File: src/design/rgb_sharpen_3x3_stream_defines.svh
// Assertion macros for the sharpening block; empty when SYNTHESIS is set.
`ifndef RGB_SHARPEN_3X3_STREAM_DEFINES_SVH
`define RGB_SHARPEN_3X3_STREAM_DEFINES_SVH
`ifndef SYNTHESIS
`define RSS_ASSERT_IMP(lbl, ante, cons) \
  lbl: assert property (@(posedge clk_i) disable iff (!rst_ni) (ante) |-> (cons)) \
    else $error("rgb_sharpen_3x3_stream: assertion failed");
`define RSS_ASSERT_NXT(lbl, ante, cons) \
  lbl: assert property (@(posedge clk_i) disable iff (!rst_ni) (ante) |=> (cons)) \
    else $error("rgb_sharpen_3x3_stream: assertion failed");
`else
`define RSS_ASSERT_IMP(lbl, ante, cons)
`define RSS_ASSERT_NXT(lbl, ante, cons)
`endif
`endif

File: src/design/rss_pkg.sv
package rss_pkg;

  localparam int WIDTH  = 320;
  localparam int HEIGHT = 240;

  localparam int COL_W  = $clog2(WIDTH);
  localparam int ROW_W  = $clog2(HEIGHT);
  localparam int LAG    = WIDTH + 1;
  localparam int PEND_W = $clog2(LAG + 1);

  localparam int GAIN_W = 4;
  localparam logic [GAIN_W-1:0] GAIN_RESET = GAIN_W'(4);

  localparam logic OP_DATA  = 1'b0;
  localparam logic OP_FLUSH = 1'b1;

  typedef struct packed {
    logic [7:0] r;
    logic [7:0] g;
    logic [7:0] b;
  } pix_t;

  typedef struct packed {
    pix_t old_px;
    pix_t new_px;
  } line_t;

  typedef struct packed {
    logic             flush;
    logic             emit;
    logic             pass;
    logic             last;
    logic             sel_old;
    logic [COL_W-1:0] col;
    pix_t             px;
  } ctl_t;

endpackage

File: src/design/rss_core.sv
module rss_core (
  input  logic                         clk_i,
  input  logic                         rst_ni,
  input  logic [rss_pkg::GAIN_W-1:0]   gain_i,
  input  logic                         acc_i,
  input  rss_pkg::ctl_t                ctl_i,
  input  rss_pkg::line_t               rdata_i,
  output logic                         take_o,
  output logic                         we_o,
  output logic [rss_pkg::COL_W-1:0]    waddr_o,
  output rss_pkg::line_t               wdata_o,
  output logic                         out_valid_o,
  input  logic                         out_ready_i,
  output rss_pkg::pix_t                out_px_o,
  output logic                         out_last_o
);
  import rss_pkg::*;

  logic en_out, en3, en2, mv1;

  logic  s1_v_q;
  ctl_t  s1_q;
  pix_t  win_q [3][3];

  logic  s2_v_q, s2_pass_q, s2_last_q;
  pix_t  s2_px_q;

  logic        s3_v_q, s3_pass_q, s3_last_q;
  pix_t        s3_px_q;
  logic [7:0]  s3_c_q [3];
  logic [10:0] s3_s_q [3];

  logic [7:0]  cen_d [3];
  logic [10:0] sum_d [3];
  pix_t        pass_px;

  logic [GAIN_W:0] k1;
  logic [12:0]     pc [3];
  logic [14:0]     ps [3];
  logic [16:0]     t  [3];
  logic [7:0]      res [3];

  logic  out_v_q, out_last_q;
  pix_t  out_px_q;
  pix_t  out_px_d;

  assign en_out = !out_v_q || out_ready_i;
  assign en3    = !s3_v_q || en_out;
  assign en2    = !s2_v_q || en3;
  assign take_o = !s1_v_q || en2;
  assign mv1    = s1_v_q && en2;

  assign we_o    = mv1 && !s1_q.flush;
  assign waddr_o = s1_q.col;
  assign wdata_o = '{old_px: rdata_i.new_px, new_px: s1_q.px};

  always_comb begin
    if (s1_q.flush) begin
      pass_px = s1_q.sel_old ? rdata_i.old_px : rdata_i.new_px;
    end else begin
      pass_px = win_q[1][2];
    end
  end

  always_ff @(posedge clk_i or negedge rst_ni) begin
    if (!rst_ni) begin
      for (int r = 0; r < 3; r++) begin
        for (int q = 0; q < 3; q++) begin
          win_q[r][q] <= '0;
        end
      end
    end else if (mv1 && !s1_q.flush) begin
      for (int r = 0; r < 3; r++) begin
        win_q[r][0] <= win_q[r][1];
        win_q[r][1] <= win_q[r][2];
      end
      win_q[0][2] <= rdata_i.old_px;
      win_q[1][2] <= rdata_i.new_px;
      win_q[2][2] <= s1_q.px;
    end
  end

  always_comb begin
    for (int ch = 0; ch < 3; ch++) begin
      sum_d[ch] = '0;
      for (int r = 0; r < 3; r++) begin
        for (int q = 0; q < 3; q++) begin
          if (!(r == 1 && q == 1)) begin
            sum_d[ch] = sum_d[ch] + 11'(win_q[r][q][8*(2-ch) +: 8]);
          end
        end
      end
      cen_d[ch] = win_q[1][1][8*(2-ch) +: 8];
    end
  end

  always_comb begin
    k1 = (GAIN_W + 1)'(gain_i) + (GAIN_W + 1)'(1);
    for (int ch = 0; ch < 3; ch++) begin
      pc[ch] = 13'(k1) * 13'(s3_c_q[ch]);
      ps[ch] = 15'(gain_i) * 15'(s3_s_q[ch]);
      t[ch]  = {1'b0, pc[ch], 3'b000} - {2'b00, ps[ch]};
      if (t[ch][16]) begin
        res[ch] = 8'd0;
      end else if (t[ch][15:3] > 13'd255) begin
        res[ch] = 8'd255;
      end else begin
        res[ch] = t[ch][10:3];
      end
    end
    out_px_d = s3_pass_q ? s3_px_q : {res[0], res[1], res[2]};
  end

  always_ff @(posedge clk_i or negedge rst_ni) begin
    if (!rst_ni) begin
      s1_v_q  <= 1'b0;
      s2_v_q  <= 1'b0;
      s3_v_q  <= 1'b0;
      out_v_q <= 1'b0;
    end else begin
      if (take_o) begin
        s1_v_q <= acc_i;
      end
      if (en2) begin
        s2_v_q <= s1_v_q && s1_q.emit;
      end
      if (en3) begin
        s3_v_q <= s2_v_q;
      end
      if (en_out) begin
        out_v_q <= s3_v_q;
      end
    end
  end

  always_ff @(posedge clk_i) begin
    if (acc_i) begin
      s1_q <= ctl_i;
    end
    if (en2) begin
      s2_pass_q <= s1_q.pass;
      s2_last_q <= s1_q.last;
      s2_px_q   <= pass_px;
    end
    if (en3) begin
      s3_pass_q <= s2_pass_q;
      s3_last_q <= s2_last_q;
      s3_px_q   <= s2_px_q;
      for (int ch = 0; ch < 3; ch++) begin
        s3_c_q[ch] <= cen_d[ch];
        s3_s_q[ch] <= sum_d[ch];
      end
    end
    if (en_out) begin
      out_px_q   <= out_px_d;
      out_last_q <= s3_last_q;
    end
  end

  assign out_valid_o = out_v_q;
  assign out_px_o    = out_px_q;
  assign out_last_o  = out_last_q;

endmodule
File: config.mk
export PLATFORM = sky130hd
export DESIGN_NAME = rss_core
export DESIGN_NICKNAME = d
export VERILOG_FILES = /design/src/design/rgb_sharpen_3x3_stream_defines.svh /design/src/design/rss_pkg.sv /design/src/design/rss_core.sv
export SDC_FILE = /design/constraint.sdc
export NUM_CORES = 1
export LEC_CHECK = 0
export BUFFER_PORTS_ARGS = -buffer_cell sky130_fd_sc_hd__buf_4
export CAP_MARGIN = 20
export CELL_PAD_IN_SITES_DETAIL_PLACEMENT = 1
export CELL_PAD_IN_SITES_GLOBAL_PLACEMENT = 1
export CORE_MARGIN = 2
export CORE_UTILIZATION = 53
export DETAILED_ROUTE_END_ITERATION = 12
export GPL_TIMING_DRIVEN = 0
export PLACE_DENSITY = 0.88
export SLEW_MARGIN = 5
export SYNTH_ARGS = -nofsm -noshare
export SYNTH_HDL_FRONTEND = slang
export SYNTH_SLANG_ARGS = --single-unit
File: constraint.sdc
create_clock -name clk_i -period 13.4 [get_ports clk_i]
set_input_delay 0.67 -clock clk_i [delete_from_list [all_inputs] [get_ports clk_i]]
set_output_delay 0.67 -clock clk_i [all_outputs]
set_load 0.02 [all_outputs]
# == Yosys cells after proc, flatten, opt, wreduce, memory -nomap -nowiden ==
# Memory sizes are Yosys's and may differ from the RTL's.
# Cells that the tools add are included.
# totals
regBits,335
mem_bits_rw,57
in_bits,94
memories,2
# memory_table
name,words,word_bits,read_ports,rd_ports_with_merged_regs,write_ports,line,source
s3_s_q,3,11,3,0,3,rss_core.sv:31,logic [10:0] s3_s_q [3];
s3_c_q,3,8,3,0,3,rss_core.sv:30,logic [7:0] s3_c_q [3];
# classes
addsub,25
mul,6
n_lt_le_gt_ge,3
n_mux,11
n_reduce_logical,12
# op_table
op,count
11-bit by 8-bit adder with 11-bit output,12
24-bit 2-to-1 mux,3
16-bit by 15-bit subtractor with 17-bit output,3
8-bit 2-to-1 mux,6
4-bit by 11-bit multiplier with 15-bit output,3
"13-bit by 8-bit greater-than comparator with 1-bit output, second input constant",3
5-bit by 8-bit multiplier with 13-bit output,3
10-bit by 8-bit adder with 11-bit output,3
9-bit by 8-bit adder with 10-bit output,3
8-bit by 8-bit adder with 9-bit output,3
"4-bit by 1-bit adder with 5-bit output, second input constant",1
1-bit logical NOT,5
1-bit logical OR,4
1-bit logical AND,3
1-bit 2-to-1 mux,2

# == Longest topological paths before layout ==
# Gate-level depths: netlist (run 1).
# depth
word_depth,7
depth_mapped,28
depth_no_buf,26

# == Worst setup path before layout (run 1) ==
# OpenSTA, ideal clock, no wires.
# synth_timing
path_type,input -> register
start,in gain_i[0] in the netlist's numbering
end,"reg out_px_q, in the netlist out_px_o[16], data pin"
arrival_ns,6.904
required_ns,13.135
slack_ns,6.232
stages,26
path_buffers,2
cell_sequence,clkbuf_1 -> nand3_1 -> xnor2_1 -> clkbuf_1 -> nand2_1 -> fa_1 -> fa_1 -> inv_1 -> fa_1 -> ha_1 -> nor2b_1 -> o21ai_0 -> a21boi_0 -> o21ai_0 -> a21oi_1 -> o21a_1 -> or2_2 -> fa_1 -> inv_1 -> ha_1 -> and3_1 -> nand2_1 -> nor4_1 -> or4_1 -> a211oi_4 -> o21ai_1
# synth_lines
element,line,source
start: declaration,rss_core.sv:4,"input logic [rss_pkg::GAIN_W-1:0] gain_i,"
end signal: assignment,rss_core.sv:155,out_px_q <= out_px_d;
end: declaration,rss_core.sv:44,pix_t out_px_q;

==> metrics, run 1 <==
Ys Warns 0; post-DR wirelength/cell approximately 27 um; first-pass GRT wire length about 150 mm; # setup viols final 0; library cells used by synthesis just over 60; RSZ-0062 raised after global routing no; remaining antenna violation count after routing 0; GRT Total Usage 0.377; CTS Sinks roughly 400; cell area after synthesis 27600 um^2; cell with the largest stage delay on the worst path xnor2_1; most common cell after layout, fill and taps aside nand2_1; number of fill cells roughly 5600; Worst path max stage delay 580 ps; Die Height about 230 um; setup bufs post-CTS 0; proportion of layout cells with a drive suffix above 1 0.111; Initial DRC Count 1946; Num CTS Buffers 43; skew final ~23 ps; CTS tree done; diode count 0; Max H-tree Level 2; critical-path maximum fanout 10; HPWL Detailed 66.8 mm; initial antenna violation count 2; DRC Markers 0; Setup TNS 0 ps; Post-Syn Instances roughly 2700; Placeable Area about 51000 um^2; Worst-Margin Slew 1080 ps; Row Count 83; Reg2Reg Depth 23; status completed; Final min period around 8500 ps; max-slew violations 0; FF+latch area 10700 um^2; critical path arrival just under 9000 ps; GRT overflow 0; synthesized area per cell approximately 10 um^2; drt first pass iters 7; vias in the first global route 25400; crit start category primary input; area of the multi-input gates around 15000 um^2; clk buf depth 3; syn_nets ~3300; CP Data Required Time approximately 14000 ps; final WL between 90 and 100 mm; Placer Congestion between 0.9 and 1; Die W between 200 and 250 um; Worst Setup SP gain_i[0]; # IOs between 150 and 200; max_cap viols 0; ys async rst share 0.561; Vias 22200; final hold violations 0; die area about 54000 um^2; most frequent cells in the layout nand2_1, inv_1, fa_1; R2R setup slack 6300 ps; Setup CP Type primary input to register; drt via density a little over 6; number of flops mapped to enable cells by yosys roughly 170; NumNets Final ~3500; Clock Pin Slew Worst Setup and Hold Paths ~60 ps; Synth Flop Type dfrtp_1; CP endpoint kind register; Slew headroom 0.281; Area Growth Syn to Fin 13.7%; most frequent CP cell fa_1; crit path capture out_px_o[11]; sequential element share of the synthesized area 0.386; Port Buf Inserts between 150 and 200; number of synthesized register bits between 300 and 400; Clk Latency, worst-skew pair 600 ps; Root Driver clkbuf_16; largest net degree at the start of global routing between 90 and 100; Period Utilization, post-route 0.635; worst r2r dst out_px_o[11]; min-delay worst type primary input to register; Achievable Freq approximately 0.12 GHz; Crit Reg-Reg Startpoint s3_c_q[0][10]; Starting Density 0.538
-- area by class of cell --
cell class / instances / share of cell area
Buffer: 141 / 0.0237
Clock inverter: 23 / 0.00753
Timing Repair Buffer: 184 / 0.0472
Sequential cell: 392 / 0.340
Inverter: 348 / 0.0416
Clock buffer: 56 / 0.0385
Multi-Input combinational cell: 1839 / 0.475
Tap cell: 680 / 0.0271
-- critical path, delay by kind of cell --
family,cells,cell delay [ps]
xor+xnor,2,760
buf+inv,5,1200
compound gates,9,1930
simple gates,6,1490
fa+ha+maj,6,2710
-- sequential cells by signal, summed over array words and instances (netlist names) --
name	flops
waddr_o	9
s2_last_q	1
s3_s_q	33
s3_last_q	1
s3_c_q	24
s2_pass_q	1
s2_px_q	24
s2_v_q	1
wdata_o	24
cen_d	24
out_px_o	24
s1_v_q	1
out_valid_o	1
s3_pass_q	1
s3_px_q	24
win_q	192
s1_q	5
out_last_o	1
s3_v_q	1
-- through the flow --
| stage | cells | hold WS (ps) | instance area (um^2) | utilization | setup WS (ps) |
|---|---|---|---|---|---|
| 2_1_floorplan | 2720 | 374 | 27600 | - | 6230 |
| 3_3_place_gp | 3577 | 403 | 29800 | 0.580 | 5170 |
| 3_5_place_dp | 3582 | 406 | 30000 | 0.583 | 4810 |
| 4_1_cts | 3662 | 245 | 31400 | 0.611 | 5040 |
| 5_1_grt | 3663 | 245 | 31400 | 0.611 | 4580 |
| 6_report | 3663 | 250 | 31400 | 0.611 | 4890 |
-- worst min-delay path by stage --
stage / startpoint / to / slack, ps / depth (start not counted)
6_report: ctl_i[30] / waddr_o[6] / 250 / 1
2_1_floorplan: rst_ni / cen_d[0] / 370 / 0
4_1_cts: ctl_i[35] / s1_q[35] / 250 / 1
3_5_place_dp: s1_q[35] / s2_pass_q / 410 / 0
5_1_grt: ctl_i[35] / s1_q[35] / 250 / 1
3_3_place_gp: s2_last_q / s3_last_q / 400 / 0
-- cell usage after synthesis (4+ instances only) --
cell type | number | area share
inv_1 | 348 | 0.047
o21bai_1 | 7 | 0.0019
a32oi_1 | 8 | 0.0025
and3_1 | 9 | 0.0020
nor2_1 | 58 | 0.0079
a211oi_2 | 4 | 0.0018
a21o_1 | 28 | 0.0076
a22oi_1 | 7 | 0.0019
fa_1 | 282 | 0.20
clkbuf_1 | 83 | 0.011
and4_1 | 4 | 0.0013
a211oi_1 | 10 | 0.0027
nor2b_1 | 43 | 0.0097
edfxtp_1 | 172 | 0.19
a21boi_0 | 5 | 0.0014
nand2_1 | 639 | 0.087
o21ai_0 | 92 | 0.017
dfrtp_1 | 220 | 0.20
or3_1 | 5 | 0.0011
nand2b_1 | 11 | 0.0025
buf_4 | 57 | 0.015
nor3_1 | 21 | 0.0038
o21a_1 | 11 | 0.0030
a21oi_1 | 88 | 0.016
a31oi_1 | 4 | 0.00091
xor2_1 | 15 | 0.0048
ha_1 | 160 | 0.072
o21ai_1 | 11 | 0.0020
mux2i_1 | 26 | 0.0094
o211ai_1 | 5 | 0.0014
xnor2_1 | 38 | 0.012
nand3_1 | 8 | 0.0014
a311oi_1 | 9 | 0.0029
and2_1 | 178 | 0.040
a2111oi_0 | 4 | 0.0013
or2_2 | 6 | 0.0014
-- cells by family after synthesis --
| group | count (synthesis) | synth area share |
|---|---|---|
| buffers and inverters | 489 | 0.0742 |
| AOI/OAI and AO/OA | 322 | 0.0745 |
| muxes | 26 | 0.00942 |
| DFF | 392 | 0.386 |
| adders and majority gates | 442 | 0.277 |
| and+or+nand+nor | 995 | 0.162 |
| xor gates and xnor gates | 54 | 0.0174 |
-- per-layer routing --
| layer | GRT usage | up-vias | share of wire |
|---|---|---|---|
| met5 | 0 | - | 0.000091 |
| met4 | 0.242 | 2 | 0.073 |
| met3 | 0.0791 | 469 | 0.079 |
| met2 | 0.636 | 1340 | 0.49 |
| met1 | 0.436 | 11300 | 0.36 |
| li1 | - | 9096 | - |
-- repair_timing --
item / CTS / global route
resized for setup: 0 / 0
hold buffers: 1 / 0
endpoints found under the hold margin: 40 / 0
Power of run 1 is left out: the tool's default activity adds up to more than one toggle a clock period on the data nets, which glitch-free logic cannot reach.
==> run 2: changes to the inputs <==
--- a/config.mk
+++ b/config.mk
@@ -10,10 +10,10 @@
 export CELL_PAD_IN_SITES_DETAIL_PLACEMENT = 1
 export CELL_PAD_IN_SITES_GLOBAL_PLACEMENT = 1
 export CORE_MARGIN = 2
-export CORE_UTILIZATION = 53
+export CORE_UTILIZATION = 45
 export DETAILED_ROUTE_END_ITERATION = 12
 export GPL_TIMING_DRIVEN = 0
-export PLACE_DENSITY = 0.88
+export PLACE_DENSITY = 0.79
 export SLEW_MARGIN = 5
 export SYNTH_ARGS = -nofsm -noshare
 export SYNTH_HDL_FRONTEND = slang
==> constraint.sdc (replaced) <==
create_clock -name clk_i -period 7.6 [get_ports clk_i]
set_input_delay 0.38 -clock clk_i [delete_from_list [all_inputs] [get_ports clk_i]]
set_output_delay 0.38 -clock clk_i [all_outputs]
set_load 0.02 [all_outputs]
==> metrics, run 2 (synthesis results as in run 1) <==
Vias 20200 (-9.1%); final WL 82.2 mm (-17%); Root Driver clkbuf_16; post-route setup slack 404 ps (-4490 ps); Placer Congestion 0.898 (-1.1%); Placeable Area 60600 um^2 (+18%); remaining antenna violation count after routing 0 (unchanged); worst r2r dst out_px_o[9]; largest register by flop count win_q; largest net degree at the start of global routing 98 (+2.1%); top flop regs win_q (192), s3_s_q (33); critical-path maximum fanout 10 (unchanged); initial antenna violation count 3 (+1); RSZ-0062 raised after global routing no; max_cap viols 0 (unchanged); Clock Pin Slew Worst Setup and Hold Paths 60 ps (about the same); clk buf depth 3 (unchanged); CP Data Required Time 7860 ps (-5810 ps); die area 63400 um^2 (+17%); status completed; # setup viols final 0 (unchanged); R2R setup slack 970 ps (-5330 ps); Setup CP Type primary input to register; crit path capture out_px_o[9]; # IOs 179 (unchanged); Row Count 90 (+8.4%); most common cell after layout, fill and taps aside nand2_1; Port Buf Inserts 177 (unchanged); CP endpoint kind register; Max H-tree Level 2 (unchanged); GRT overflow 0 (unchanged); max-slew violations 0 (unchanged); CTS tree done; critical path arrival 7460 ps (-1320 ps); DRC Markers 0 (unchanged); Worst Setup SP gain_i[0]; Period Utilization, post-route 0.947; Crit Reg-Reg Startpoint s3_c_q[0][10]; Initial DRC Count 953 (-51%); Setup TNS 0 ps (unchanged); Achievable Freq between 0.1 and 0.15 GHz; drt via density 5.26 (-13%); vias in the first global route 23100 (-8.8%); HPWL Detailed 63.5 mm (-4.9%); skew final 30.1 ps (+7.14 ps); Slew headroom 0.219 (-0.0616); max reg flops 192 (unchanged); NumNets Final 3548 (+1.8%); drt first pass iters 5 (-2); Hold Crit Start rdata_i[5]; dpl ws -752 ps (-5570 ps); most frequent cells in the layout nand2_1, inv_1, fa_1; Reg2Reg Depth 21 (-8.7%); Final min period roughly 7200 ps; Die W 252 um (+8.4%); Clk Latency, worst-skew pair 590 ps (about the same); Num CTS Buffers 46 (+7.0%); Starting Density 0.456 (-0.0814); final hold violations 0 (unchanged); CTS Sinks 392 (unchanged); post-DR wirelength/cell 21.4 um (-20%); min-delay worst type primary input to register; crit start category primary input; Area Growth Syn to Fin 16.5%; Die Height 252 um (+8.4%); Worst-Margin Slew 1170 ps (+92.3 ps); proportion of layout cells with a drive suffix above 1 0.112 (+0.000543); first-pass GRT wire length 129 mm (-15%); GRT Total Usage 0.267 (-0.110)
-- run 2: cell types whose count changed in the layout (fill, tap and decap cells not counted), sizes merged --
| cell | delta |
|---|---|
| buf | -1 |
| bufinv | -4 |
| clkbuf | +6 |
| clkinv | +2 |
| diode | +3 |
| dlygate4sd3 | +61 |
| inv | +2 |
-- run 2: timing repair --
action / CTS / global route
gates cloned: 0 / 0
resized for setup: 3 / 13
hold buffers: 62 / 0
endpoints found under the hold margin: 89 / 0
endpoints found under the setup margin: 16 / 24
pin swaps: 0 / 1
setup buffers: 0 / 1
-- run 2: worst max-delay path: stages --
cell,delay (ps)
buf_4,150
clkbuf_2,230
nand3_1,200
xnor2_4,290
clkbuf_2,330
nand2_1,130
fa_1,510
fa_1,510
inv_1,50
fa_1,440
ha_1,330
nor2b_1,140
o21ai_0,200
a21boi_0,160
o21ai_0,290
a21oi_1,200
o21a_1,250
or2_2,320
fa_1,530
inv_1,40
ha_1,360
nand4_1,160
a211oi_1,300
nor3_1,110
xnor2_1,600
a311oi_1,220
-- run 2: area by class of cell --
cell class / instances / area, um^2
Buffer: 141 / 751
Inverter: 348 / 1310
Multi-Input combinational cell: 1839 / 15000
Fill cell: 6668 / 28400
Sequential cell: 392 / 10700
Antenna cell: 3 / 7.51
Tap cell: 782 / 978
Clock buffer: 62 / 1250
Timing Repair Buffer: 244 / 2070
Clock inverter: 23 / 174
-- run 2: worst min-delay path by stage --
stage / endpoint / depth (start not counted) / slack (ps)
after floorplan: cen_d[0] / 0 / 80
after global placement: s3_last_q / 0 / 400
after detailed placement: win_q[204] / 1 / 250
after CTS: win_q[77] / 3 / 0.1
after global routing: win_q[94] / 3 / 9
final: win_q[77] / 3 / 30
-- run 2: layer usage --
metal  part of all wire  track usage  wire, um  vias up
met5            0.00018            0        15        -
met4              0.042        0.110      3440        2
met3              0.045       0.0381      3670      167
met2               0.50        0.471     41300      467
met1               0.41        0.328     33800    10300
li1                   -            -         -     9223
-- run 2: stage by stage --
step,hold slack (ps),util,area (um^2),instances
after floorplan,84.4,-,27600,2720
after global placement,403,0.494,29900,3679
after detailed placement,252,0.496,30100,3683
after CTS,0.0993,0.530,32100,3830
after global routing,9.33,0.531,32200,3831
final,28.1,0.531,32200,3834
Power of run 2 is left out for the same reason.
