**config.mk**
```make
export PLATFORM = sky130hd
export DESIGN_NAME = rss_seq
export DESIGN_NICKNAME = d
export VERILOG_FILES = /design/src/design/rgb_sharpen_3x3_stream_defines.svh /design/src/design/rss_pkg.sv /design/src/design/rss_seq.sv
export SDC_FILE = /design/constraint.sdc
export NUM_CORES = 1
export LEC_CHECK = 0
export ABC_AREA = 0
export BUFFER_PORTS_ARGS = -buffer_cell sky130_fd_sc_hd__buf_2
export CAP_MARGIN = 40
export CORE_ASPECT_RATIO = 0.7
export CORE_MARGIN = 8
export CORE_UTILIZATION = 55
export CTS_CLUSTER_SIZE = 12
export DETAILED_ROUTE_END_ITERATION = 10
export GPL_TIMING_DRIVEN = 0
export MAX_ROUTING_LAYER = met4
export PLACE_DENSITY = 0.81
export SLEW_MARGIN = 20
export SYNTH_ARGS = -nofsm -noshare
export SYNTH_HDL_FRONTEND = slang
export SYNTH_SLANG_ARGS = --single-unit
```
**constraint.sdc**
```tcl
create_clock -name clk_i -period 3.89 [get_ports clk_i]
set_clock_uncertainty 0.1 [all_clocks]
set_input_delay 0.1945 -clock clk_i [delete_from_list [all_inputs] [get_ports clk_i]]
set_output_delay 0.1945 -clock clk_i [all_outputs]
set_load 0.02 [all_outputs]
```
**src/design/rgb_sharpen_3x3_stream_defines.svh**
```systemverilog
// Assertion macros for the sharpening block; empty when SYNTHESIS is set.
`ifndef RGB_SHARPEN_3X3_STREAM_DEFINES_SVH
`define RGB_SHARPEN_3X3_STREAM_DEFINES_SVH
`ifndef SYNTHESIS
`define RSS_ASSERT_IMP(lbl, ante, cons) \
  lbl: assert property (@(posedge clk_i) disable iff (!rst_ni) (ante) |-> (cons)) \
    else $error("rgb_sharpen_3x3_stream: assertion failed");
`define RSS_ASSERT_NXT(lbl, ante, cons) \
  lbl: assert property (@(posedge clk_i) disable iff (!rst_ni) (ante) |=> (cons)) \
    else $error("rgb_sharpen_3x3_stream: assertion failed");
`else
`define RSS_ASSERT_IMP(lbl, ante, cons)
`define RSS_ASSERT_NXT(lbl, ante, cons)
`endif
`endif

```
**src/design/rss_pkg.sv**
```systemverilog
package rss_pkg;

  localparam int WIDTH  = 320;
  localparam int HEIGHT = 240;

  localparam int COL_W  = $clog2(WIDTH);
  localparam int ROW_W  = $clog2(HEIGHT);
  localparam int LAG    = WIDTH + 1;
  localparam int PEND_W = $clog2(LAG + 1);

  localparam int GAIN_W = 4;
  localparam logic [GAIN_W-1:0] GAIN_RESET = GAIN_W'(4);

  localparam logic OP_DATA  = 1'b0;
  localparam logic OP_FLUSH = 1'b1;

  typedef struct packed {
    logic [7:0] r;
    logic [7:0] g;
    logic [7:0] b;
  } pix_t;

  typedef struct packed {
    pix_t old_px;
    pix_t new_px;
  } line_t;

  typedef struct packed {
    logic             flush;
    logic             emit;
    logic             pass;
    logic             last;
    logic             sel_old;
    logic [COL_W-1:0] col;
    pix_t             px;
  } ctl_t;

endpackage

```
**src/design/rss_seq.sv**
```systemverilog
module rss_seq (
  input  logic          clk_i,
  input  logic          rst_ni,
  input  logic          acc_i,
  input  logic          op_i,
  input  rss_pkg::pix_t px_i,
  output rss_pkg::ctl_t ctl_o
);
  import rss_pkg::*;

  localparam int FC_W = PEND_W + 1;

  logic [COL_W-1:0]  in_col_q, in_col_d;
  logic [PEND_W-1:0] pend_q, pend_d;
  logic [COL_W-1:0]  out_col_q, out_col_d;
  logic [ROW_W-1:0]  out_row_q, out_row_d;
  logic [FC_W-1:0]   fc0, fc1, fc2;
  logic              border;

  always_comb begin
    fc0 = FC_W'(in_col_q) - FC_W'(pend_q);
    fc1 = fc0[FC_W-1] ? fc0 + FC_W'(WIDTH) : fc0;
    fc2 = fc1[FC_W-1] ? fc1 + FC_W'(WIDTH) : fc1;
  end

  always_comb begin
    border = (out_row_q == ROW_W'(0)) || (out_row_q == ROW_W'(HEIGHT - 1)) ||
             (out_col_q == COL_W'(0)) || (out_col_q == COL_W'(WIDTH - 1));

    ctl_o.flush   = (op_i == OP_FLUSH);
    ctl_o.emit    = 1'b0;
    ctl_o.sel_old = 1'b0;
    ctl_o.col     = in_col_q;
    ctl_o.px      = px_i;
    ctl_o.pass    = (op_i == OP_FLUSH) || border;
    ctl_o.last    = (out_row_q == ROW_W'(HEIGHT - 1)) && (out_col_q == COL_W'(WIDTH - 1));

    in_col_d  = in_col_q;
    pend_d    = pend_q;
    out_col_d = out_col_q;
    out_row_d = out_row_q;

    if (op_i == OP_DATA) begin
      ctl_o.emit = (pend_q == PEND_W'(LAG));
      if (pend_q != PEND_W'(LAG)) begin
        pend_d = pend_q + PEND_W'(1);
      end
      in_col_d = (in_col_q == COL_W'(WIDTH - 1)) ? COL_W'(0) : in_col_q + COL_W'(1);
    end else if (pend_q != PEND_W'(0)) begin
      ctl_o.emit    = 1'b1;
      ctl_o.col     = fc2[COL_W-1:0];
      ctl_o.sel_old = (pend_q > PEND_W'(WIDTH));
      pend_d        = pend_q - PEND_W'(1);
    end

    if (ctl_o.emit) begin
      if (out_col_q == COL_W'(WIDTH - 1)) begin
        out_col_d = COL_W'(0);
        out_row_d = (out_row_q == ROW_W'(HEIGHT - 1)) ? ROW_W'(0) : out_row_q + ROW_W'(1);
      end else begin
        out_col_d = out_col_q + COL_W'(1);
      end
    end
  end

  always_ff @(posedge clk_i or negedge rst_ni) begin
    if (!rst_ni) begin
      in_col_q  <= '0;
      pend_q    <= '0;
      out_col_q <= '0;
      out_row_q <= '0;
    end else if (acc_i) begin
      in_col_q  <= in_col_d;
      pend_q    <= pend_d;
      out_col_q <= out_col_d;
      out_row_q <= out_row_d;
    end
  end

endmodule

```
* Yosys cells after proc, flatten, opt, wreduce, memory -nomap -nowiden
Cells that the tools add are included.
Cells by class: muxes and demuxes 12, bitwise operators 1, $add $sub $neg 8, reductions and logical operators 13, magnitude comparators 1, equal/unequal tests 6
Operators by type and width (count):
- $mux W9 | 6
- $mux W10 | 3
- $add A9 B1 Y9 const B | 3
- $eq A9 B9 Y1 const B | 3
- $add A10 B9 Y10 const B | 1
- $sub A9 B9 Y10 | 1
- $add A9 B9 Y9 const B | 1
- $gt A9 B9 Y1 const B | 1
- $logic_not A9 Y1 | 1
- $ne A9 B9 Y1 const B | 1
- $reduce_bool A9 Y1 | 1
- $sub A9 B1 Y9 const B | 1
- $add A8 B1 Y8 const B | 1
- $eq A8 B8 Y1 const B | 1
- $logic_not A8 Y1 | 1
- $mux W8 | 1
- $reduce_and A3 Y1 | 2
- $logic_or A1 B1 Y1 | 4
- $reduce_and A2 Y1 | 2
- $mux W1 | 2
- $ne A2 B1 Y1 const B | 1
- $reduce_bool A2 Y1 | 1
- $logic_and A1 B1 Y1 | 1
- $not A1 Y1 | 1
Word-level totals: logic and storage cells 45, output and inout bits 38, bits in registers 35, input port bits 28

* Depth between registers and ports, before layout
Gate-level depths: netlist (run 1).
depth in word-level cells 7, gate-level depth with buffers 14

* Worst setup path before layout (run 1)
No wires, ideal clock.
path type register to output, from register in_col_q[0], to output ctl_o[32] in the netlist's numbering, cell stages (with the launch flop) 14, data arrival time 3.010 ns, buffers on the path 0, slack 0.585 ns, cell sequence dfrtp_1 -> inv_1 -> ha_1 -> fa_1 -> nand2b_1 -> a21o_1 -> a21boi_0 -> nor2_1 -> ha_1 -> o22ai_1 -> a21oi_1 -> ha_1 -> a21o_1 -> o211ai_1
RTL lines:
- start: declaration | line rss_seq.sv:13 | logic [COL_W-1:0] in_col_q, in_col_d;
- start signal: assignment | line rss_seq.sv:73 | in_col_q <= in_col_d;
- end: declaration | line rss_seq.sv:7 | output rss_pkg::ctl_t ctl_o

==> results.toml, run 1 <==
[die]
die_y_um = 76.8
die_width_um = 103
core_region_area_um2 = 5170
start_util = 0.562
die-area_um2 = 7910
pin_count = 66
placementRows = 22

[critical_path]
worstPathArrival_ns = 3.38
end_kind = "output port"
critPathKind = "reg -> out"
startpoint_type = "flip-flop"
crit_fanout = 5
critPathLaunch = "in_col_q[0]"
crit_required_ns = 3.60
r2r_start = "pend_q[2]"
reg2reg_setup_slack_ns = 1.62

[clock_tree]
cts.path.max_buffers = 2
cts_sinks = 35
cts_root_buf = "clkbuf_8"
clkLatencyLatePin_ns = 0.29
cts_tree = "done"
cts_buffers = 5
htreeDepth = 2
path_clk_slew_ns = 0.07

[drt]
ant_nets = 0
viasPerCell = 5.59
dr.first_iter.drc_count = 153
drc = 0
wirelength_um = 6830
wl_per_cell_um = 14.4
dr.pass1.iters = 4
vias = 2642

[global_route]
grt_max_degree = 36
grt_overflow_total = 0
grt.total_usage = 0.182
grt_pass1_wl_um = 11500
antenna_found_initial = 0
grt_pass1_vias = 2484

[power_and_ir_drop]
power_switching_mw = 1.13
p_clk_frac = 0.112
total_power_mw = 2.35
power.switching_fraction = 0.483
p_comb_frac = 0.627
vdd_drop_max_mv = 0.356
p_int_mw = 1.21
p_leak_nw = 1.59
seqPwrFrac = 0.261
p_per_area_nw_per_um2 = 702

[synth]
synth.cell_area_um2 = 2910
synth_top_flop_cell = "dfrtp_1"
ys_ff_latch = 35
seq_area_frac_synth = 0.301
avgSynthCellArea_um2 = 8.34
synth-edff-count = 0
netlist_instances = 349
yosysWarnings = 0
synth-async-reset-ratio = 1.00
syn_nets = 402
synth.distinct_cells = 50

[layout]
multi_input_area_um2 = 1740
area_growth_pct = 15.0
fin_nets = 453
stdcell_count = 473
regArea_um2 = 876
nFillCells = 464
drive_above_1_share = 0.214
diodes = 0

[timing]
slew_headroom = 0.608
finalSetupTns_ns = 0
finalCriticalPeriod_ns = 3.68
post-route-period-util = 0.945
hold_violations = 0
setup_viol = 0
drv_slew = 0
worstMarginPinSlew_ns = 0.584
fmax_mhz = 272
hold_ws_ns = 0.210

[place]
port-buffer-count = 41
gp_congestion = 0.878
dp_hpwl_um = 5380
placed_cells = 462

[min_path]
hold_class = "in -> reg"
hold_start = "acc_i"

[status]
status = "completed"

[job]
max_cap_viol_count = 0
-- state kept, by name (all words and copies together) (netlist names) --
signal     count
out_row_q      8
pend_q         9
out_col_q      9
in_col_q       9
-- metal layers --
metal / GRT usage / wire, um / share of wire / vias up
met4: 0.0547 / 86 / 0.013 / 0
li1: - / - / - / 1320
met2: 0.276 / 3040 / 0.44 / 80
met5: - / 0 / 0 / -
met3: 0.0406 / 497 / 0.073 / 10
met1: 0.235 / 3200 / 0.47 / 1232
-- critical path: stages, from the launching register on --
cell and delay, ns:
dfrtp_1 0.43, inv_1 0.09, ha_1 0.24, fa_1 0.41, nand2b_1 0.21, a21oi_1 0.22, nor3_1 0.13, nor2_2 0.15
ha_1 0.24, o22ai_1 0.16, a21oi_1 0.08, ha_1 0.20, a21o_1 0.17, o211ai_1 0.16, buf_2 0.18
-- power by group through the flow --
| stage | clock [mW] | sequential [mW] | combinational, mW |
|---|---|---|---|
| 3_5_place_dp | 0 | 0.616 | 1.43 |
| 5_1_grt | 0.289 | 0.633 | 1.64 |
| 2_1_floorplan | 0 | 0.573 | 1.12 |
| 4_1_cts | 0.267 | 0.611 | 1.43 |
| 6_report | 0.263 | 0.613 | 1.47 |
| 3_3_place_gp | 0 | 0.611 | 1.38 |
-- cell families after synthesis --
logic type / after synthesis / synth area share
fa+ha+maj: 25 / 0.113
xor+xnor: 26 / 0.0783
compound gates: 80 / 0.177
flops: 35 / 0.301
simple gates: 124 / 0.216
mux: 3 / 0.0103
buf+inv: 56 / 0.105
-- cells in the mapped netlist, drive strengths merged (3+ instances only) --
cell type	number	area [um^2]
a21o	4	30.0
a21oi	9	45.0
a31oi	4	25.0
and3	3	18.8
buf	26	193
clkbuf	5	18.8
dfrtp	35	876
ha	23	288
inv	25	93.8
mux2i	3	30.0
nand2	35	131
nand2b	8	50.1
nand3	13	65.1
nand4	7	43.8
nor2	29	111
nor2b	5	31.3
nor3	8	45.0
nor4	5	46.3
o211ai	5	37.5
o21a	3	23.8
o21ai	34	170
o31ai	4	30.0
o41ai	3	26.3
or3	4	30.0
xnor2	13	114
xor2	13	114
-- path summary, 6_finish.rpt --
path                                 to  cells past startpoint
setup reg to reg           out_col_q[7]                      7
hold reg to reg            out_row_q[7]                      1
min in group asynchronous  out_row_q[1]                      2
setup / recovery              ctl_o[32]                     14
hold / removal              in_col_q[0]                      3
max in group asynchronous   in_col_q[7]                      3
-- cells in the final DEF (no fill, tap or decap), drive strengths merged, types with 11 or more instances in the layout --
cell type | synthesis | final
xor2 | 13 | 13
nand3 | 13 | 13
clkbuf | 5 | 11
nand2 | 35 | 35
dfrtp | 35 | 35
nor2 | 29 | 29
inv | 25 | 25
o21ai | 34 | 34
buf | 26 | 69
ha | 23 | 23
xnor2 | 13 | 13
-- through the flow --
step           utilization  setup WS, ns  cell area, um^2
6_report             0.647         0.214             3350
5_1_grt              0.647       -0.0372             3350
4_1_cts              0.638        0.0359             3300
3_5_place_dp         0.619         0.370             3200
3_3_place_gp         0.619         0.399             3200
2_1_floorplan            -         0.585             2910
-- cell type report --
| class | count | share of cell area |
|---|---|---|
| Timing Repair Buffer | 44 | 0.0748 |
| Buffer | 31 | 0.0632 |
| Inverter | 25 | 0.0280 |
| Clock buffer | 6 | 0.0217 |
| Clock inverter | 2 | 0.00374 |
| Sequential cell | 35 | 0.262 |
| Multi-Input combinational cell | 258 | 0.520 |
| Tap cell | 72 | 0.0269 |
-- what timing repair did --
item                       4_1_cts  5_1_grt
setup endpoints to repair        0        2
hold buffers                     1        0
hold endpoints to repair        35        0
resized for setup                0        4
setup buffers                    0        1
Power figures use the tool's default switching activity.
==> run 2: changes to the inputs <==
==> constraint.sdc (replaced) <==
create_clock -name clk_i -period 4.02 [get_ports clk_i]
set_clock_uncertainty 0.1 [all_clocks]
set_input_delay 0.201 -clock clk_i [delete_from_list [all_inputs] [get_ports clk_i]]
set_output_delay 0.201 -clock clk_i [all_outputs]
set_load 0.02 [all_outputs]
==> run 2 against run 1 <==
Hold slack gained 0.0089 ns. Cell count shrank 0.21%. Via count is essentially flat. Critical path type unchanged. Count of clock-buffer cells in the layout is the same. Die area is the same. Core utilization shrank 0.24 points. Global-route usage is the same. Critical path depth is the same. Sequential cell count is the same. Clock power shrank 3%. Total power shrank 4.1%. Largest power group unchanged. Register-to-register slack gained 0.13 ns.
==> results.toml, run 2 (synthesis gave the netlist of run 1 again) <==
[layout]
mostFrequentLayoutCell = "buf_2"
fin_nets = 452
drive_above_1_share = 0.210
final_cell_mix = "buf_2, nand2_1, dfrtp_1"
area_growth_pct = 14.6
reg_top3 = "in_col_q x9, out_col_q x9, pend_q x9"
nFillCells = 465
diodes = 0

[die]
die_y_um = 76.8
core_region_area_um2 = 5170
pin_count = 66
placementRows = 22
start_util = 0.562
die-area_um2 = 7910
die_width_um = 103

[clock_tree]
cts.path.max_buffers = 2
path_clk_slew_ns = 0.07
cts_buffers = 5
cts_root_buf = "clkbuf_8"
htreeDepth = 2
cts_tree = "done"
post_cts.repair.setup_buffers = 0
cts_sinks = 35
clkLatencyLatePin_ns = 0.29

[min_path]
hold_depth = 3
hold_class = "in -> reg"

[place]
gp_congestion = 0.878
dp_hpwl_um = 5380
pre_cts_ws_ns = 0.494
port-buffer-count = 41

[drt]
drc = 0
wl_per_cell_um = 14.4
wirelength_um = 6790
dr.pass1.iters = 4
dr.first_iter.drc_count = 157
vias = 2644
viasPerCell = 5.60
ant_nets = 0

[global_route]
grt_pass1_wl_um = 11500
grt.total_usage = 0.182
antenna_found_initial = 0
grt_overflow_total = 0
grt_pass1_vias = 2484
grt_max_degree = 36

[timing]
hold_violations = 0
timing.final.ws_setup_ns = 0.267
post-route-period-util = 0.934
finalCriticalPeriod_ns = 3.75
worstMarginPinSlew_ns = 0.804
slew_headroom = 0.460
rsz0062_at_grt = "no"
drv_slew = 0
finalSetupTns_ns = 0
fmax_mhz = 266
setup_viol = 0

[critical_path]
startpoint_type = "flip-flop"
r2r_cells = 7
crit_required_ns = 3.72
end_kind = "output port"
worstPathArrival_ns = 3.45
crit_fanout = 5
critPathKind = "reg -> out"

[status]
status = "completed"

[power_and_ir_drop]
vdd_drop_max_mv = 0.344
p_per_area_nw_per_um2 = 675
p_leak_nw = 1.59

[job]
max_cap_viol_count = 0
[run 2: cell types whose count changed in the layout (fill, tap and decap cells not counted), sizes merged]
cell	change
buf	-1
[run 2: final timing paths]
path | slack, ns | startpoint | end
setup / recovery | 0.27 | in_col_q[0] | ctl_o[32]
hold / removal | 0.22 | acc_i | in_col_q[0]
setup reg to reg | 1.75 | pend_q[2] | out_col_q[7]
hold reg to reg | 0.41 | out_row_q[7] | out_row_q[7]
max in group asynchronous | 3.18 | rst_ni | in_col_q[7]
min in group asynchronous | 0.23 | rst_ni | out_row_q[1]
[run 2: cell type report]
class,count,area (um^2),share of cell area
Tap cell,72,90.1,0.0270
Multi-Input combinational cell,258,1730,0.520
Clock inverter,2,12.5,0.00375
Sequential cell,35,876,0.263
Buffer,31,211,0.0634
Inverter,25,93.8,0.0282
Clock buffer,6,72.6,0.0218
Timing Repair Buffer,43,243,0.0728
[run 2: routing by layer]
metal	GRT usage	vias to the layer above	wire (um)
li1	-	1318	-
met1	0.235	1230	3180
met2	0.276	86	3010
met3	0.0406	10	521
met4	0.0547	0	86
met5	-	-	0
[run 2: through the flow]
step	power (mW)	cell area, um^2	util	hold slack, ns	instances
floorplan	1.64	2910	-	-0.195	349
global placement	1.93	3200	0.619	0.225	462
detailed placement	1.98	3200	0.619	0.232	462
CTS	2.24	3300	0.638	0.206	471
global route	2.46	3330	0.644	0.246	472
finish	2.25	3330	0.644	0.219	472
[run 2: worst max-delay path: stages, from the launching register on]
cell and delay (ns):
dfrtp_1 0.43, inv_1 0.09, ha_1 0.24, fa_1 0.41, nand2b_1 0.21, a21oi_1 0.20
nor3_1 0.12, nor2_2 0.20, ha_1 0.28, o22ai_1 0.18, a21oi_1 0.09, ha_1 0.20
a21o_1 0.17, o211ai_1 0.16, buf_2 0.18
[run 2: timing repair]
item / in CTS / in global routing
gates resized for setup: 0 / 3
endpoints found under the hold margin: 35 / 0
hold buffers: 1 / 0
setup endpoints to repair: 0 / 2
[run 2: power by group]
part | internal, mW | leakage, nW | switching, mW | total [mW]
sequential | 0.446 | 0.429 | 0.148 | 0.594
clock | 0.121 | 0.0412 | 0.134 | 0.255
combinational | 0.592 | 1.12 | 0.809 | 1.40
total | 1.16 | 1.59 | 1.09 | 2.25
==> run 3: changes to the inputs <==
--- a/config.mk
+++ b/config.mk
@@ -10,12 +10,12 @@
 export CAP_MARGIN = 40
 export CORE_ASPECT_RATIO = 0.7
 export CORE_MARGIN = 8
-export CORE_UTILIZATION = 55
+export CORE_UTILIZATION = 45
 export CTS_CLUSTER_SIZE = 12
 export DETAILED_ROUTE_END_ITERATION = 10
 export GPL_TIMING_DRIVEN = 0
 export MAX_ROUTING_LAYER = met4
-export PLACE_DENSITY = 0.81
+export PLACE_DENSITY = 0.67
 export SLEW_MARGIN = 20
 export SYNTH_ARGS = -nofsm -noshare
 export SYNTH_HDL_FRONTEND = slang
==> run 3 against run 2 <==
First-iteration DRC count is 10% lower. Wire length is 0.54% higher. Critical endpoint unchanged. Worst setup slack better by 0.033 ns. Hold slack worse by 0.010 ns. Highest routed layer unchanged.
==> results.toml, run 3 (synthesis gave the netlist of run 1 again) <==
[die]
placementRows = 24
pin_count = 66
die_width_um = 112
core_region_area_um2 = 6250
die-area_um2 = 9330
die_y_um = 83.3
start_util = 0.466

[drt]
vias = 2570
wirelength_um = 6830
dr.pass1.iters = 4
wl_per_cell_um = 14.3
dr.first_iter.drc_count = 141
drc = 0
ant_nets = 0
viasPerCell = 5.39

[clock_tree]
path_clk_slew_ns = 0.07
post_cts.repair.setup_buffers = 0
cts_root_buf = "clkbuf_8"
clkLatencyLatePin_ns = 0.29
cts_buffers = 5
cts_sinks = 35
cts.path.max_buffers = 2
htreeDepth = 2
cts_tree = "done"

[timing]
setup_viol = 0
fmax_mhz = 269
hold_ws_ns = 0.209
finalCriticalPeriod_ns = 3.72
post-route-period-util = 0.925
slew_headroom = 0.498
finalSetupTns_ns = 0
rsz0062_at_grt = "no"
drv_slew = 0
worstMarginPinSlew_ns = 0.747
hold_violations = 0

[global_route]
grt_overflow_total = 0
grt.total_usage = 0.158
grt_max_degree = 36
antenna_found_initial = 0
grt_pass1_vias = 2457
grt_pass1_wl_um = 12000

[power_and_ir_drop]
p_per_area_nw_per_um2 = 685
p_leak_nw = 1.59
vdd_drop_max_mv = 0.276
total_power_mw = 2.30

[critical_path]
startpoint_type = "flip-flop"
crit_required_ns = 3.72
end_kind = "output port"
critPathKind = "reg -> out"
worstPathArrival_ns = 3.42
crit_fanout = 5

[layout]
drive_above_1_share = 0.208
regArea_um2 = 876
reg_top3 = "in_col_q x9, out_col_q x9, pend_q x9"
nFillCells = 614
area_growth_pct = 15.2
multi_input_area_um2 = 1730
fin_nets = 452
diodes = 0
mostFrequentLayoutCell = "buf_2"
final_cell_mix = "buf_2, nand2_1, dfrtp_1"

[job]
max_cap_viol_count = 0

[place]
dp_hpwl_um = 5440
gp_congestion = 0.859
port-buffer-count = 41

[min_path]
hold_class = "in -> async"

[status]
status = "completed"
run 3: changes by cell type in the layout (fill, tap and decap cells not counted):
cell and delta:
bufinv_16 +1, buf_12 +1, clkinvlp_4 -1, clkinv_2 -1
buf_16 -1
run 3: metal layers:
metal / GRT usage / wire length (um) / part of all wire
met5: - / 0 / 0
met4: 0.0476 / 112 / 0.016
met1: 0.212 / 3430 / 0.50
met3: 0.0405 / 439 / 0.064
met2: 0.226 / 2850 / 0.42
run 3: path summary, 6_finish.rpt:
| kind | slack, ns | endpoint | start | cells past startpoint |
|---|---|---|---|---|
| worst min-delay path | 0.21 | out_row_q[0] | rst_ni | 2 |
| min in group clk_i | 0.22 | in_col_q[0] | acc_i | 3 |
| max in group asynchronous | 3.19 | out_col_q[8] | rst_ni | 3 |
| worst max register to register | 1.61 | pend_q[8] | pend_q[2] | 8 |
| worst min register to register | 0.42 | out_row_q[7] | out_row_q[7] | 1 |
| worst max-delay path | 0.30 | ctl_o[32] | in_col_q[0] | 14 |
run 3: cell type report:
| cell class | count | share of cell area |
|---|---|---|
| tap | 78 | 0.0291 |
| inverter | 25 | 0.0280 |
| clock inverter | 1 | 0.00896 |
| multi-input combinational | 258 | 0.518 |
| timing repair buffer | 43 | 0.0702 |
| sequential | 35 | 0.261 |
| buffer | 31 | 0.0631 |
| clock buffer | 6 | 0.0217 |
run 3: critical path, cell delays in order, from the launching register on:
cell and delay (ns):
dfrtp_1 0.43, inv_1 0.08, ha_1 0.23, fa_1 0.39, nand2b_1 0.21, a21oi_1 0.21, nor3_1 0.13, nor2_2 0.20
ha_1 0.28, o22ai_1 0.16, a21oi_1 0.08, ha_1 0.20, a21o_1 0.17, o211ai_1 0.18, buf_2 0.19
run 3: what timing repair did:
action	in CTS	in global routing
resized for setup	0	3
hold buffers	1	0
hold endpoints to repair	35	0
endpoints found under the setup margin	0	2
run 3: through the flow:
step / instances / util / worst slack, ns / cell area (um^2)
after floorplan: 349 / - / 0.709 / 2910
after global placement: 468 / 0.514 / 0.514 / 3210
after detailed placement: 468 / 0.514 / 0.429 / 3210
after CTS: 476 / 0.532 / 0.0989 / 3320
after global routing: 477 / 0.536 / 0.0382 / 3350
final: 477 / 0.536 / 0.301 / 3350
run 3: where the power goes:
| group | internal [mW] | leakage, nW | switching (mW) |
|---|---|---|---|
| registers | 0.446 | 0.429 | 0.148 |
| logic | 0.588 | 1.11 | 0.802 |
| clock network | 0.182 | 0.0513 | 0.130 |
| total | 1.22 | 1.59 | 1.08 |
